===== src/rtl/assert_macros.svh =====
// assertion macros shared by the line sensor modules
`ifndef ASSERT_MACROS_SVH
`define ASSERT_MACROS_SVH

// checked on every edge out of reset
`define LSCL_ASSERT(label, prop) \
    label: assert property (@(posedge aclk) disable iff (!aresetn) prop) \
        else $error("line sensor assertion failed");

// checked on every edge, reset included
`define LSCL_ASSERT_NORST(label, prop) \
    label: assert property (@(posedge aclk) prop) \
        else $error("line sensor assertion failed");

`endif


===== src/rtl/lscl_pkg.sv =====
// constants, types and helpers of the line sensor calibrate and locate unit
package lscl_pkg;

    localparam int SENSOR_COUNT = 6;
    localparam int SAMPLE_BITS  = 10;

    localparam int CMD_BITS   = 2;
    localparam int IDX_BITS   = 3;
    localparam int LEVEL_BITS = 10;
    localparam int LSUM_BITS  = 13;
    localparam int WSUM_BITS  = 24;
    localparam int POS_BITS   = 14;

    localparam int LEVEL_FULL  = 1000;
    localparam int WEIGHT_STEP = 1000;
    localparam int POS_MAX     = 8191;

    localparam int WEIGHT_BITS = $clog2(((2 ** IDX_BITS) - 1) * WEIGHT_STEP + 1);
    localparam int MUL_A_BITS  = (SAMPLE_BITS > LEVEL_BITS) ? SAMPLE_BITS : LEVEL_BITS;
    localparam int MUL_B_BITS  = WEIGHT_BITS;
    localparam int PROD_BITS   = MUL_A_BITS + MUL_B_BITS;
    localparam int DIV_BITS    = (PROD_BITS > WSUM_BITS) ? PROD_BITS : WSUM_BITS;
    localparam int CNT_BITS    = $clog2(DIV_BITS + 1);

    typedef enum logic [CMD_BITS-1:0] {
        CMD_CLEAR   = 2'd0,
        CMD_CALIB   = 2'd1,
        CMD_MEASURE = 2'd2
    } cmd_t;

    typedef struct packed {
        logic                start;
        logic [DIV_BITS-1:0] num;
        logic [DIV_BITS-1:0] den;
    } div_req_t;

    typedef struct packed {
        logic                busy;
        logic                done;
        logic [DIV_BITS-1:0] quot;
    } div_rsp_t;

    function automatic logic [WEIGHT_BITS-1:0] weight_of(input logic [IDX_BITS-1:0] idx);
        return WEIGHT_BITS'(int'(idx) * WEIGHT_STEP);
    endfunction

endpackage


===== src/rtl/lscl_divider.sv =====
// restoring divider, one quotient bit per cycle, shared by level and position
`include "assert_macros.svh"

module lscl_divider (
    input  logic                aclk,
    input  logic                aresetn,
    input  lscl_pkg::div_req_t  req,
    output lscl_pkg::div_rsp_t  rsp
);

    localparam int N = lscl_pkg::DIV_BITS;

    logic                          busy_reg;
    logic                          done_reg;
    logic [lscl_pkg::CNT_BITS-1:0] cnt_reg;
    logic [N-1:0]                  quot_reg;
    logic [N-1:0]                  rem_reg;
    logic [N-1:0]                  den_reg;

    logic [N:0] rem_shift;
    logic       ge;
    logic [N:0] rem_next;

    always_comb begin
        rem_shift = {rem_reg, quot_reg[N-1]};
        ge        = rem_shift >= {1'b0, den_reg};
        rem_next  = ge ? (rem_shift - {1'b0, den_reg}) : rem_shift;
    end

    always_ff @(posedge aclk) begin
        if (!aresetn) begin
            busy_reg <= 1'b0;
            done_reg <= 1'b0;
            cnt_reg  <= '0;
        end else begin
            done_reg <= 1'b0;
            if (req.start) begin
                busy_reg <= 1'b1;
                cnt_reg  <= lscl_pkg::CNT_BITS'(N);
                quot_reg <= req.num;
                rem_reg  <= '0;
                den_reg  <= req.den;
            end else if (busy_reg) begin
                quot_reg <= {quot_reg[N-2:0], ge};
                rem_reg  <= rem_next[N-1:0];
                cnt_reg  <= cnt_reg - 1'b1;
                if (cnt_reg == lscl_pkg::CNT_BITS'(1)) begin
                    busy_reg <= 1'b0;
                    done_reg <= 1'b1;
                end
            end
        end
    end

    assign rsp.busy = busy_reg;
    assign rsp.done = done_reg;
    assign rsp.quot = quot_reg;

    `LSCL_ASSERT(a_no_start_while_busy, req.start |-> !busy_reg)
    `LSCL_ASSERT(a_done_ends_busy, done_reg |-> $past(busy_reg) && !busy_reg)
    `LSCL_ASSERT_NORST(a_reset_quiet, !aresetn |=> !busy_reg && !done_reg)

endmodule


===== src/rtl/line_sensor_calibrate_and_locate_unit.sv =====
// top level of the line sensor calibrate and locate unit: sequencer, calibration and sums
//
// A clear or calibrate transaction is absorbed in the cycle it is accepted and gives no
// result. For a measure transaction one shared multiplier scales the reading, the
// bit-serial divider normalizes it, the multiplier weights it and the sums update.
// A reading that cannot be normalized (sensor out of range, empty or zero-width
// calibration or below the minimum) skips the division. On the last sample of a scan
// a second pass through the same divider forms the position; with an empty level sum
// the position is -1 and the second pass is skipped. s_ready is high only while the
// sequencer idles; a finished result sits in the output register until taken.
`include "assert_macros.svh"

module line_sensor_calibrate_and_locate_unit (
    input  logic                                aclk,
    input  logic                                aresetn,
    input  logic                                s_valid,
    output logic                                s_ready,
    input  logic [lscl_pkg::CMD_BITS-1:0]       s_command,
    input  logic [lscl_pkg::IDX_BITS-1:0]       s_sensor_index,
    input  logic [lscl_pkg::SAMPLE_BITS-1:0]    s_sample,
    input  logic                                s_scan_end,
    output logic                                m_valid,
    input  logic                                m_ready,
    output logic [lscl_pkg::IDX_BITS-1:0]       m_sensor_index_res,
    output logic [lscl_pkg::LEVEL_BITS-1:0]     m_normalized_level,
    output logic signed [lscl_pkg::POS_BITS-1:0] m_line_position,
    output logic                                m_position_valid
);

    typedef enum logic [3:0] {
        ST_IDLE,
        ST_MUL_NORM,
        ST_NORM_GO,
        ST_DIV_NORM,
        ST_MUL_W,
        ST_ACC,
        ST_POS_GO,
        ST_DIV_POS,
        ST_OUT
    } state_t;

    localparam int SB = lscl_pkg::SAMPLE_BITS;

    state_t state_reg;

    logic [SB-1:0] cal_low_reg  [lscl_pkg::SENSOR_COUNT];
    logic [SB-1:0] cal_high_reg [lscl_pkg::SENSOR_COUNT];

    logic [lscl_pkg::WSUM_BITS-1:0]  wsum_reg;
    logic [lscl_pkg::LSUM_BITS-1:0]  lsum_reg;
    logic [lscl_pkg::IDX_BITS-1:0]   idx_reg;
    logic                            last_reg;
    logic [SB-1:0]                   diff_reg;
    logic [SB-1:0]                   den_reg;
    logic [lscl_pkg::LEVEL_BITS-1:0] level_reg;
    logic [lscl_pkg::POS_BITS-1:0]   pos_reg;
    logic [lscl_pkg::PROD_BITS-1:0]  prod_reg;

    logic                                m_valid_reg;
    logic [lscl_pkg::IDX_BITS-1:0]       m_idx_reg;
    logic [lscl_pkg::LEVEL_BITS-1:0]     m_level_reg;
    logic [lscl_pkg::POS_BITS-1:0]       m_pos_reg;
    logic                                m_posv_reg;

    lscl_pkg::div_req_t div_req;
    lscl_pkg::div_rsp_t div_rsp;

    logic                             accept;
    logic                             in_range;
    logic [SB-1:0]                    lo;
    logic [SB-1:0]                    hi;
    logic [lscl_pkg::MUL_A_BITS-1:0]  mul_a;
    logic [lscl_pkg::MUL_B_BITS-1:0]  mul_b;
    logic [lscl_pkg::WSUM_BITS:0]     wsum_add;
    logic [lscl_pkg::LSUM_BITS:0]     lsum_add;
    logic [lscl_pkg::WSUM_BITS-1:0]   wsum_new;
    logic [lscl_pkg::LSUM_BITS-1:0]   lsum_new;

    assign s_ready = (state_reg == ST_IDLE);
    assign accept  = s_valid && s_ready;

    always_comb begin
        in_range = int'(s_sensor_index) < lscl_pkg::SENSOR_COUNT;
        lo       = in_range ? cal_low_reg[s_sensor_index]  : '1;
        hi       = in_range ? cal_high_reg[s_sensor_index] : '0;
    end

    always_comb begin
        if (state_reg == ST_MUL_NORM) begin
            mul_a = lscl_pkg::MUL_A_BITS'(diff_reg);
            mul_b = lscl_pkg::MUL_B_BITS'(lscl_pkg::LEVEL_FULL);
        end else begin
            mul_a = lscl_pkg::MUL_A_BITS'(level_reg);
            mul_b = lscl_pkg::weight_of(idx_reg);
        end
    end

    always_comb begin
        wsum_add = {1'b0, wsum_reg} + (lscl_pkg::WSUM_BITS + 1)'(prod_reg);
        lsum_add = {1'b0, lsum_reg}
                 + (lscl_pkg::LSUM_BITS + 1)'(level_reg);
        wsum_new = wsum_add[lscl_pkg::WSUM_BITS] ? '1 : wsum_add[lscl_pkg::WSUM_BITS-1:0];
        lsum_new = lsum_add[lscl_pkg::LSUM_BITS] ? '1 : lsum_add[lscl_pkg::LSUM_BITS-1:0];
    end

    always_comb begin
        div_req.start = (state_reg == ST_NORM_GO) || (state_reg == ST_POS_GO);
        if (state_reg == ST_POS_GO) begin
            div_req.num = lscl_pkg::DIV_BITS'(wsum_reg);
            div_req.den = lscl_pkg::DIV_BITS'(lsum_reg);
        end else begin
            div_req.num = lscl_pkg::DIV_BITS'(prod_reg);
            div_req.den = lscl_pkg::DIV_BITS'(den_reg);
        end
    end

    lscl_divider u_divider (
        .aclk    (aclk),
        .aresetn (aresetn),
        .req     (div_req),
        .rsp     (div_rsp)
    );

    always_ff @(posedge aclk) begin
        if (!aresetn) begin
            state_reg   <= ST_IDLE;
            m_valid_reg <= 1'b0;
            wsum_reg    <= '0;
            lsum_reg    <= '0;
            for (int k = 0; k < lscl_pkg::SENSOR_COUNT; k++) begin
                cal_low_reg[k]  <= '1;
                cal_high_reg[k] <= '0;
            end
        end else begin
            if (m_valid_reg && m_ready && (state_reg != ST_OUT)) begin
                m_valid_reg <= 1'b0;
            end
            case (state_reg)
                ST_IDLE: begin
                    if (accept) begin
                        case (lscl_pkg::cmd_t'(s_command))
                            lscl_pkg::CMD_CLEAR: begin
                                for (int k = 0; k < lscl_pkg::SENSOR_COUNT; k++) begin
                                    cal_low_reg[k]  <= '1;
                                    cal_high_reg[k] <= '0;
                                end
                            end
                            lscl_pkg::CMD_CALIB: begin
                                if (in_range) begin
                                    if (s_sample < lo) begin
                                        cal_low_reg[s_sensor_index] <= s_sample;
                                    end
                                    if (s_sample > hi) begin
                                        cal_high_reg[s_sensor_index] <= s_sample;
                                    end
                                end
                            end
                            lscl_pkg::CMD_MEASURE: begin
                                idx_reg   <= s_sensor_index;
                                last_reg  <= s_scan_end;
                                level_reg <= '0;
                                pos_reg   <= '0;
                                diff_reg  <= s_sample - lo;
                                den_reg   <= hi - lo;
                                if (in_range && (hi > lo) && (s_sample >= lo)) begin
                                    state_reg <= ST_MUL_NORM;
                                end else begin
                                    state_reg <= ST_MUL_W;
                                end
                            end
                            default: begin
                            end
                        endcase
                    end
                end
                ST_MUL_NORM: begin
                    prod_reg  <= mul_a * mul_b;
                    state_reg <= ST_NORM_GO;
                end
                ST_NORM_GO: begin
                    state_reg <= ST_DIV_NORM;
                end
                ST_DIV_NORM: begin
                    if (div_rsp.done) begin
                        if (div_rsp.quot > lscl_pkg::DIV_BITS'(lscl_pkg::LEVEL_FULL)) begin
                            level_reg <= lscl_pkg::LEVEL_BITS'(lscl_pkg::LEVEL_FULL);
                        end else begin
                            level_reg <= div_rsp.quot[lscl_pkg::LEVEL_BITS-1:0];
                        end
                        state_reg <= ST_MUL_W;
                    end
                end
                ST_MUL_W: begin
                    prod_reg  <= mul_a * mul_b;
                    state_reg <= ST_ACC;
                end
                ST_ACC: begin
                    if (!last_reg) begin
                        wsum_reg  <= wsum_new;
                        lsum_reg  <= lsum_new;
                        state_reg <= ST_OUT;
                    end else if (lsum_new == '0) begin
                        wsum_reg  <= '0;
                        lsum_reg  <= '0;
                        pos_reg   <= '1;
                        state_reg <= ST_OUT;
                    end else begin
                        wsum_reg  <= wsum_new;
                        lsum_reg  <= lsum_new;
                        state_reg <= ST_POS_GO;
                    end
                end
                ST_POS_GO: begin
                    wsum_reg  <= '0;
                    lsum_reg  <= '0;
                    state_reg <= ST_DIV_POS;
                end
                ST_DIV_POS: begin
                    if (div_rsp.done) begin
                        if (div_rsp.quot > lscl_pkg::DIV_BITS'(lscl_pkg::POS_MAX)) begin
                            pos_reg <= lscl_pkg::POS_BITS'(lscl_pkg::POS_MAX);
                        end else begin
                            pos_reg <= div_rsp.quot[lscl_pkg::POS_BITS-1:0];
                        end
                        state_reg <= ST_OUT;
                    end
                end
                ST_OUT: begin
                    if (!m_valid_reg || m_ready) begin
                        m_valid_reg <= 1'b1;
                        m_idx_reg   <= idx_reg;
                        m_level_reg <= level_reg;
                        m_pos_reg   <= pos_reg;
                        m_posv_reg  <= last_reg;
                        state_reg   <= ST_IDLE;
                    end
                end
                default: begin
                    state_reg <= ST_IDLE;
                end
            endcase
        end
    end

    assign m_valid            = m_valid_reg;
    assign m_sensor_index_res = m_idx_reg;
    assign m_normalized_level = m_level_reg;
    assign m_line_position    = m_pos_reg;
    assign m_position_valid   = m_posv_reg;

    `LSCL_ASSERT(a_level_in_range,
        m_valid |-> m_normalized_level <= lscl_pkg::LEVEL_BITS'(lscl_pkg::LEVEL_FULL))
    `LSCL_ASSERT(a_no_position_mid_scan,
        m_valid && !m_position_valid |-> m_line_position == '0)
    `LSCL_ASSERT(a_ready_divider_idle, s_ready |-> !div_rsp.busy)

endmodule


===== config.mk =====
export PLATFORM = sky130hd
export DESIGN_NAME = line_sensor_calibrate_and_locate_unit
export DESIGN_NICKNAME = d
export VERILOG_FILES = /design/src/rtl/lscl_pkg.sv /design/src/rtl/lscl_divider.sv /design/src/rtl/line_sensor_calibrate_and_locate_unit.sv
export VERILOG_INCLUDE_DIRS = /design/src /design/src/rtl
export SDC_FILE = /design/constraint.sdc
export NUM_CORES = 1
export LEC_CHECK = 0
export ABC_AREA = 1
export BUFFER_PORTS_ARGS = -buffer_cell sky130_fd_sc_hd__buf_2
export CORE_AREA = 10 10 213 215
export CTS_CLUSTER_SIZE = 40
export DETAILED_ROUTE_END_ITERATION = 8
export DIE_AREA = 0 0 223 225
export HOLD_SLACK_MARGIN = 0.15
export PLACE_DENSITY_LB_ADDON = 0.08
export SLEW_MARGIN = 20
export SYNTH_ARGS = -nofsm -noshare
export SYNTH_HDL_FRONTEND = slang
export SYNTH_HIERARCHICAL = 1
export SYNTH_SLANG_ARGS = --single-unit

===== constraint.sdc =====
create_clock -name aclk -period 6.5 [get_ports aclk]
set_clock_uncertainty 0.05 [all_clocks]
set_input_delay 0.325 -clock aclk [delete_from_list [all_inputs] [get_ports aclk]]
set_output_delay 0.325 -clock aclk [all_outputs]
set_load 0.005 [all_outputs]

# Yosys cells after proc, flatten, opt, wreduce, memory -nomap -nowiden
# Memories as Yosys holds them, arrays and structs flattened.
# Cells that the tools add are included.
# totals
register_bits,220
latchBits,0
ramBits,120
mem_bits_ro,0
in_bits,20
output_inout_bits,30
word_cells,187
mem_count,2
# op_classes
addsub,6
n_mul,2
div,0
magnitude_cmp,8
eq_ne,19
shifts,0
n_mux,85
bitwise,14
n_reduce_logical,28
# mem_list
memory,depth,width,read_ports,rd_clocked_by_memory_dff,wr,line,rtl
cal_high_reg,6,10,1,0,6,line_sensor_calibrate_and_locate_unit.sv:47,logic [SB-1:0] cal_high_reg [lscl_pkg::SENSOR_COUNT];
cal_low_reg,6,10,1,0,6,line_sensor_calibrate_and_locate_unit.sv:46,logic [SB-1:0] cal_low_reg [lscl_pkg::SENSOR_COUNT];
# ops
op,count
$mux W10,21
$mux W24,7
$mux W14,6
$mux W13,4
$mux W48,1
$pmux W24 S2,1
$pmux W14 S3,1
$pmux W4 S9,1
$mux W1,29
$mux W4,7
$pmux W13 S2,1
$add A24 B23 Y25,1
$ge A25 B24 Y1,1
$gt A24 B10 Y1 const B,1
$gt A24 B13 Y1 const B,1
$sub A24 B24 Y24,1
$mul A10 B13 Y23,1
$gt A10 B10 Y1,2
$pmux W10 S2,1
$reduce_or A10 Y1,2
$sub A10 B10 Y10,2
$eq A4 B3 Y1 const B,4
$add A13 B10 Y14,1
$logic_not A13 Y1,1
other kinds (32),64

# Longest topological paths before layout
# depth
word_depth,12
depth_mapped,31
ltp_nobuf,31

# Hierarchy
# Netlist, hierarchy kept.
# modules_own_cells
mod,n_inst,cells_per_inst,area_each_um2,seq_area_each_um2
line_sensor_calibrate_and_locate_unit,1,1960,17101.4,7327.0
lscl_divider,1,675,5129.9,2302.2

# Least setup slack after synthesis
# Ideal clock, no wire load.
# synth_path
path_type,reg-to-reg
from,reg idx_reg[0] in the netlist's numbering
to,"reg prod_reg[19] in the netlist's numbering, data pin"
setup_time_ns,0.265
arrival_ns,6.748
required_time_ns,6.185
slack_ns,-0.563
path_stages_with_launch,26
path_buffers,0
path_cell_list,edfxtp_1 inv_1 fa_1 inv_1 fa_1 fa_1 or2_2 a21oi_1 nand2_1 fa_1 fa_1 inv_1 fa_1 fa_1 inv_1 fa_1 inv_1 ha_1 nand2_1 or2_2 nand3_1 a21boi_0 o21bai_1 a21oi_1 o21ai_0 xor2_1
# synth_via
elab_chain_cells,3
# synth_lines
item,line,rtl
start: declaration,line_sensor_calibrate_and_locate_unit.sv:51,logic [lscl_pkg::IDX_BITS-1:0] idx_reg;
start signal: assignment,line_sensor_calibrate_and_locate_unit.sv:159,idx_reg <= s_sensor_index;
$mul A3 B7 Y10,lscl_pkg.sv:44,return WEIGHT_BITS'(int'(idx) * WEIGHT_STEP);
$mux W13,line_sensor_calibrate_and_locate_unit.sv:89,if (state_reg == ST_MUL_NORM) begin
$mul A10 B13 Y23,"line_sensor_calibrate_and_locate_unit.sv:177, line_sensor_calibrate_and_locate_unit.sv:194",
end signal: assignment,line_sensor_calibrate_and_locate_unit.sv:177,prod_reg <= mul_a * mul_b;
end signal: assignment,line_sensor_calibrate_and_locate_unit.sv:194,prod_reg <= mul_a * mul_b;
end: declaration,line_sensor_calibrate_and_locate_unit.sv:57,logic [lscl_pkg::PROD_BITS-1:0] prod_reg;
# Every way passes these cells.
# A chain may end at the register's enable or synchronous reset.

# Final worst setup path
# layout_path
from,reg idx_reg[0] in the netlist's numbering
to,"reg prod_reg[20] in the netlist's numbering, data pin"
# Same word-level chain as after synthesis.

==> flow_summary.toml <==
[global_route]
grt_max_degree = 52
grt_usage_pct = 23.28
grt_pass1_wl_mm = 93.32
grt_pass1_vias = 17120
grt-ovfl-total = 0
antenna_found_initial = 0

[place]
place_congestion = 0.9247
placed_cell_area_sq_um = 23460
port_buffers = 49
dp.final_hpwl_mm = 43.84
dp_slack_ns = -0.1747

[power_and_ir_drop]
p_per_area_nw_per_um2 = 361.2
max-vdd-ir-drop_mv = 0.4237
power.leakage_nw = 11.53

[routing]
antenna_left = 0
firstDrtPassIters = 5
drt_wl_total_mm = 58.97
drc = 0
wire_per_inst_um = 17.76
first_iter_violations = 1379
vias = 17820
via_per_inst = 5.367

[timing]
finalSetupViolations = 1
setup_ws_ns = -0.006685
hold_viol = 0
maxSlewHeadroom_pct = 23.78
grt_setup_unrepaired = "yes"
tns_ns = -0.006685
finalCriticalPeriod_ns = 6.507
fmax_mhz = 153.7
tightest_slew_ns = 1.140
slew_violations = 0
fin_crit_sh_pct = 100.1

[clocking]
insertion_delay_ns = 0.57
cts.sinks = 337
root_buffer = "clkbuf_16"
cts_tree = "done"
clock_path_buffers = 3
cts.clk_slew.worst_paths_ns = 0.06
htreeDepth = 2
cts_buffers = 39

[worst_setup_path]
reg2regPathDepth = 28
r2r_start = "idx_reg[0]$_DFFE_PP_"
path_class = "flop to flop"
end_kind = "flop"
crit_top_cell = "fa_1"
crit_required_ns = 6.76
r2r_slack_ns = -0.007
start_kind = "flop"
worst-path-max-fanout = 4
cp.arrival_ns = 6.77
slowest_stage = "fa_1"
critical_path.max_stage_delay_ns = 0.50
crit_path_start = "idx_reg[0]$_DFFE_PP_"
r2r_end = "prod_reg[20]$_DFFE_PP_"
cp-endpoint = "prod_reg[20]$_DFFE_PP_"

[cells_and_area]
area_growth_pct = 13.78
final_nets = 2991
fill_cells = 3664
layout-drive-gt1-share_pct = 11.36
n_antenna_cell = 0
final_area_sq_um = 25290
multi_input_area_sq_um = 11220
regArea_sq_um = 9629

[floorplanning]
die_h_um = 225
die_w_um = 223
die_area_sq_um = 50180
rows = 75
io_pins = 50
start_util_pct = 53.70
core_area_sq_um = 41380

[logic_synthesis]
syn_area_per_cell_sq_um = 8.437
synth_cells = 2634
yosysWarnings = 6
synth_area_sq_um = 22220

[run]
max-cap-violations = 0

[outcome]
status = "complete, but fails checks"
violations = "setup timing"

[worst_hold_path]
min_path_type = "input port to flop"
worstHoldStart = "s_sample[1]"
[metal layers]
layer	part of all wire [%]	global-route usage [%]	wire length, um
met1	46	32.64	27100
met2	46	36.87	27070
met3	6.0	3.852	3559
met4	2.1	5.732	1242
met5	0	0	0
[where the power goes]
group / internal (mW) / switching [mW] / total (mW)
sequential: 2.61 / 0.0810 / 2.70
clock: 1.35 / 0.935 / 2.28
combinational: 1.86 / 2.30 / 4.15
[stage by stage]
stage | utilization (%) | hold slack (ns) | power [mW] | cells
floorplan | - | 0.3503 | 5.038 | 2644
global placement | 56.66 | 0.3555 | 5.994 | 3228
detailed placement | 56.68 | 0.3545 | 6.038 | 3228
CTS | 60.33 | 0.1745 | 8.554 | 3314
global route | 61.10 | 0.1846 | 9.736 | 3320
finish | 61.10 | 0.1838 | 9.134 | 3320
[critical path, delay by kind of cell, from the launching register on]
kind	cells	cell delay, ns
AOI/OAI and AO/OA	4	0.59
DFF	1	0.43
adders and majority gates	10	3.94
buffers and inverters	4	0.29
and+or+nand+nor	10	0.96
[worst min path at each step]
stage	to	slack (ns)	depth (start not counted)
global placement	m_line_position[5]$_DFFE_PP_	0.36	0
CTS	diff_reg[1]$_DFFE_PP_	0.17	2
detailed placement	m_line_position[11]$_DFFE_PP_	0.35	0
global route	diff_reg[1]$_DFFE_PP_	0.18	2
floorplan	m_line_position[0]$_DFFE_PP_	0.35	0
finish	diff_reg[1]$_DFFE_PP_	0.18	2
[final cells by class]
| class | instances | share of cell area (%) |
|---|---|---|
| tap | 539 | 2.667 |
| timing repair buffer | 135 | 3.657 |
| clock inverter | 24 | 1.188 |
| sequential | 337 | 38.08 |
| clock buffer | 47 | 4.097 |
| multi-input combinational | 1842 | 44.37 |
| inverter | 396 | 5.943 |
[cells in the final DEF, fill, tap and decap left out, types with 8 or more instances in the layout]
cell type,n
buf_2,49
a22o_1,30
nand2_1,789
fa_1,69
xor2_1,35
nor4_1,8
nor3_2,8
nand4_1,29
clkbuf_16,39
nand2_2,27
inv_2,10
ha_1,135
clkinv_2,10
nor2_1,261
nor3_1,19
ha_4,12
xnor2_1,25
dfxtp_1,49
conb_1,11
edfxtp_1,288
buf_4,75
a31oi_1,16
o21bai_1,9
clkinv_1,8
a21oi_2,11
o21ai_0,50
nand3_1,83
nor2_2,8
a21oi_1,109
inv_1,374
[what timing repair did]
action                                  4_1_cts  5_1_grt
hold buffers                                  6        0
gates resized for setup                      13       56
hold endpoints to repair                      6        0
pin swaps                                    22       25
endpoints found under the setup margin        6       10
setup buffers                                 9        6
gates cloned                                  0        0
No activity file was read; power rests on OpenSTA's default activity.
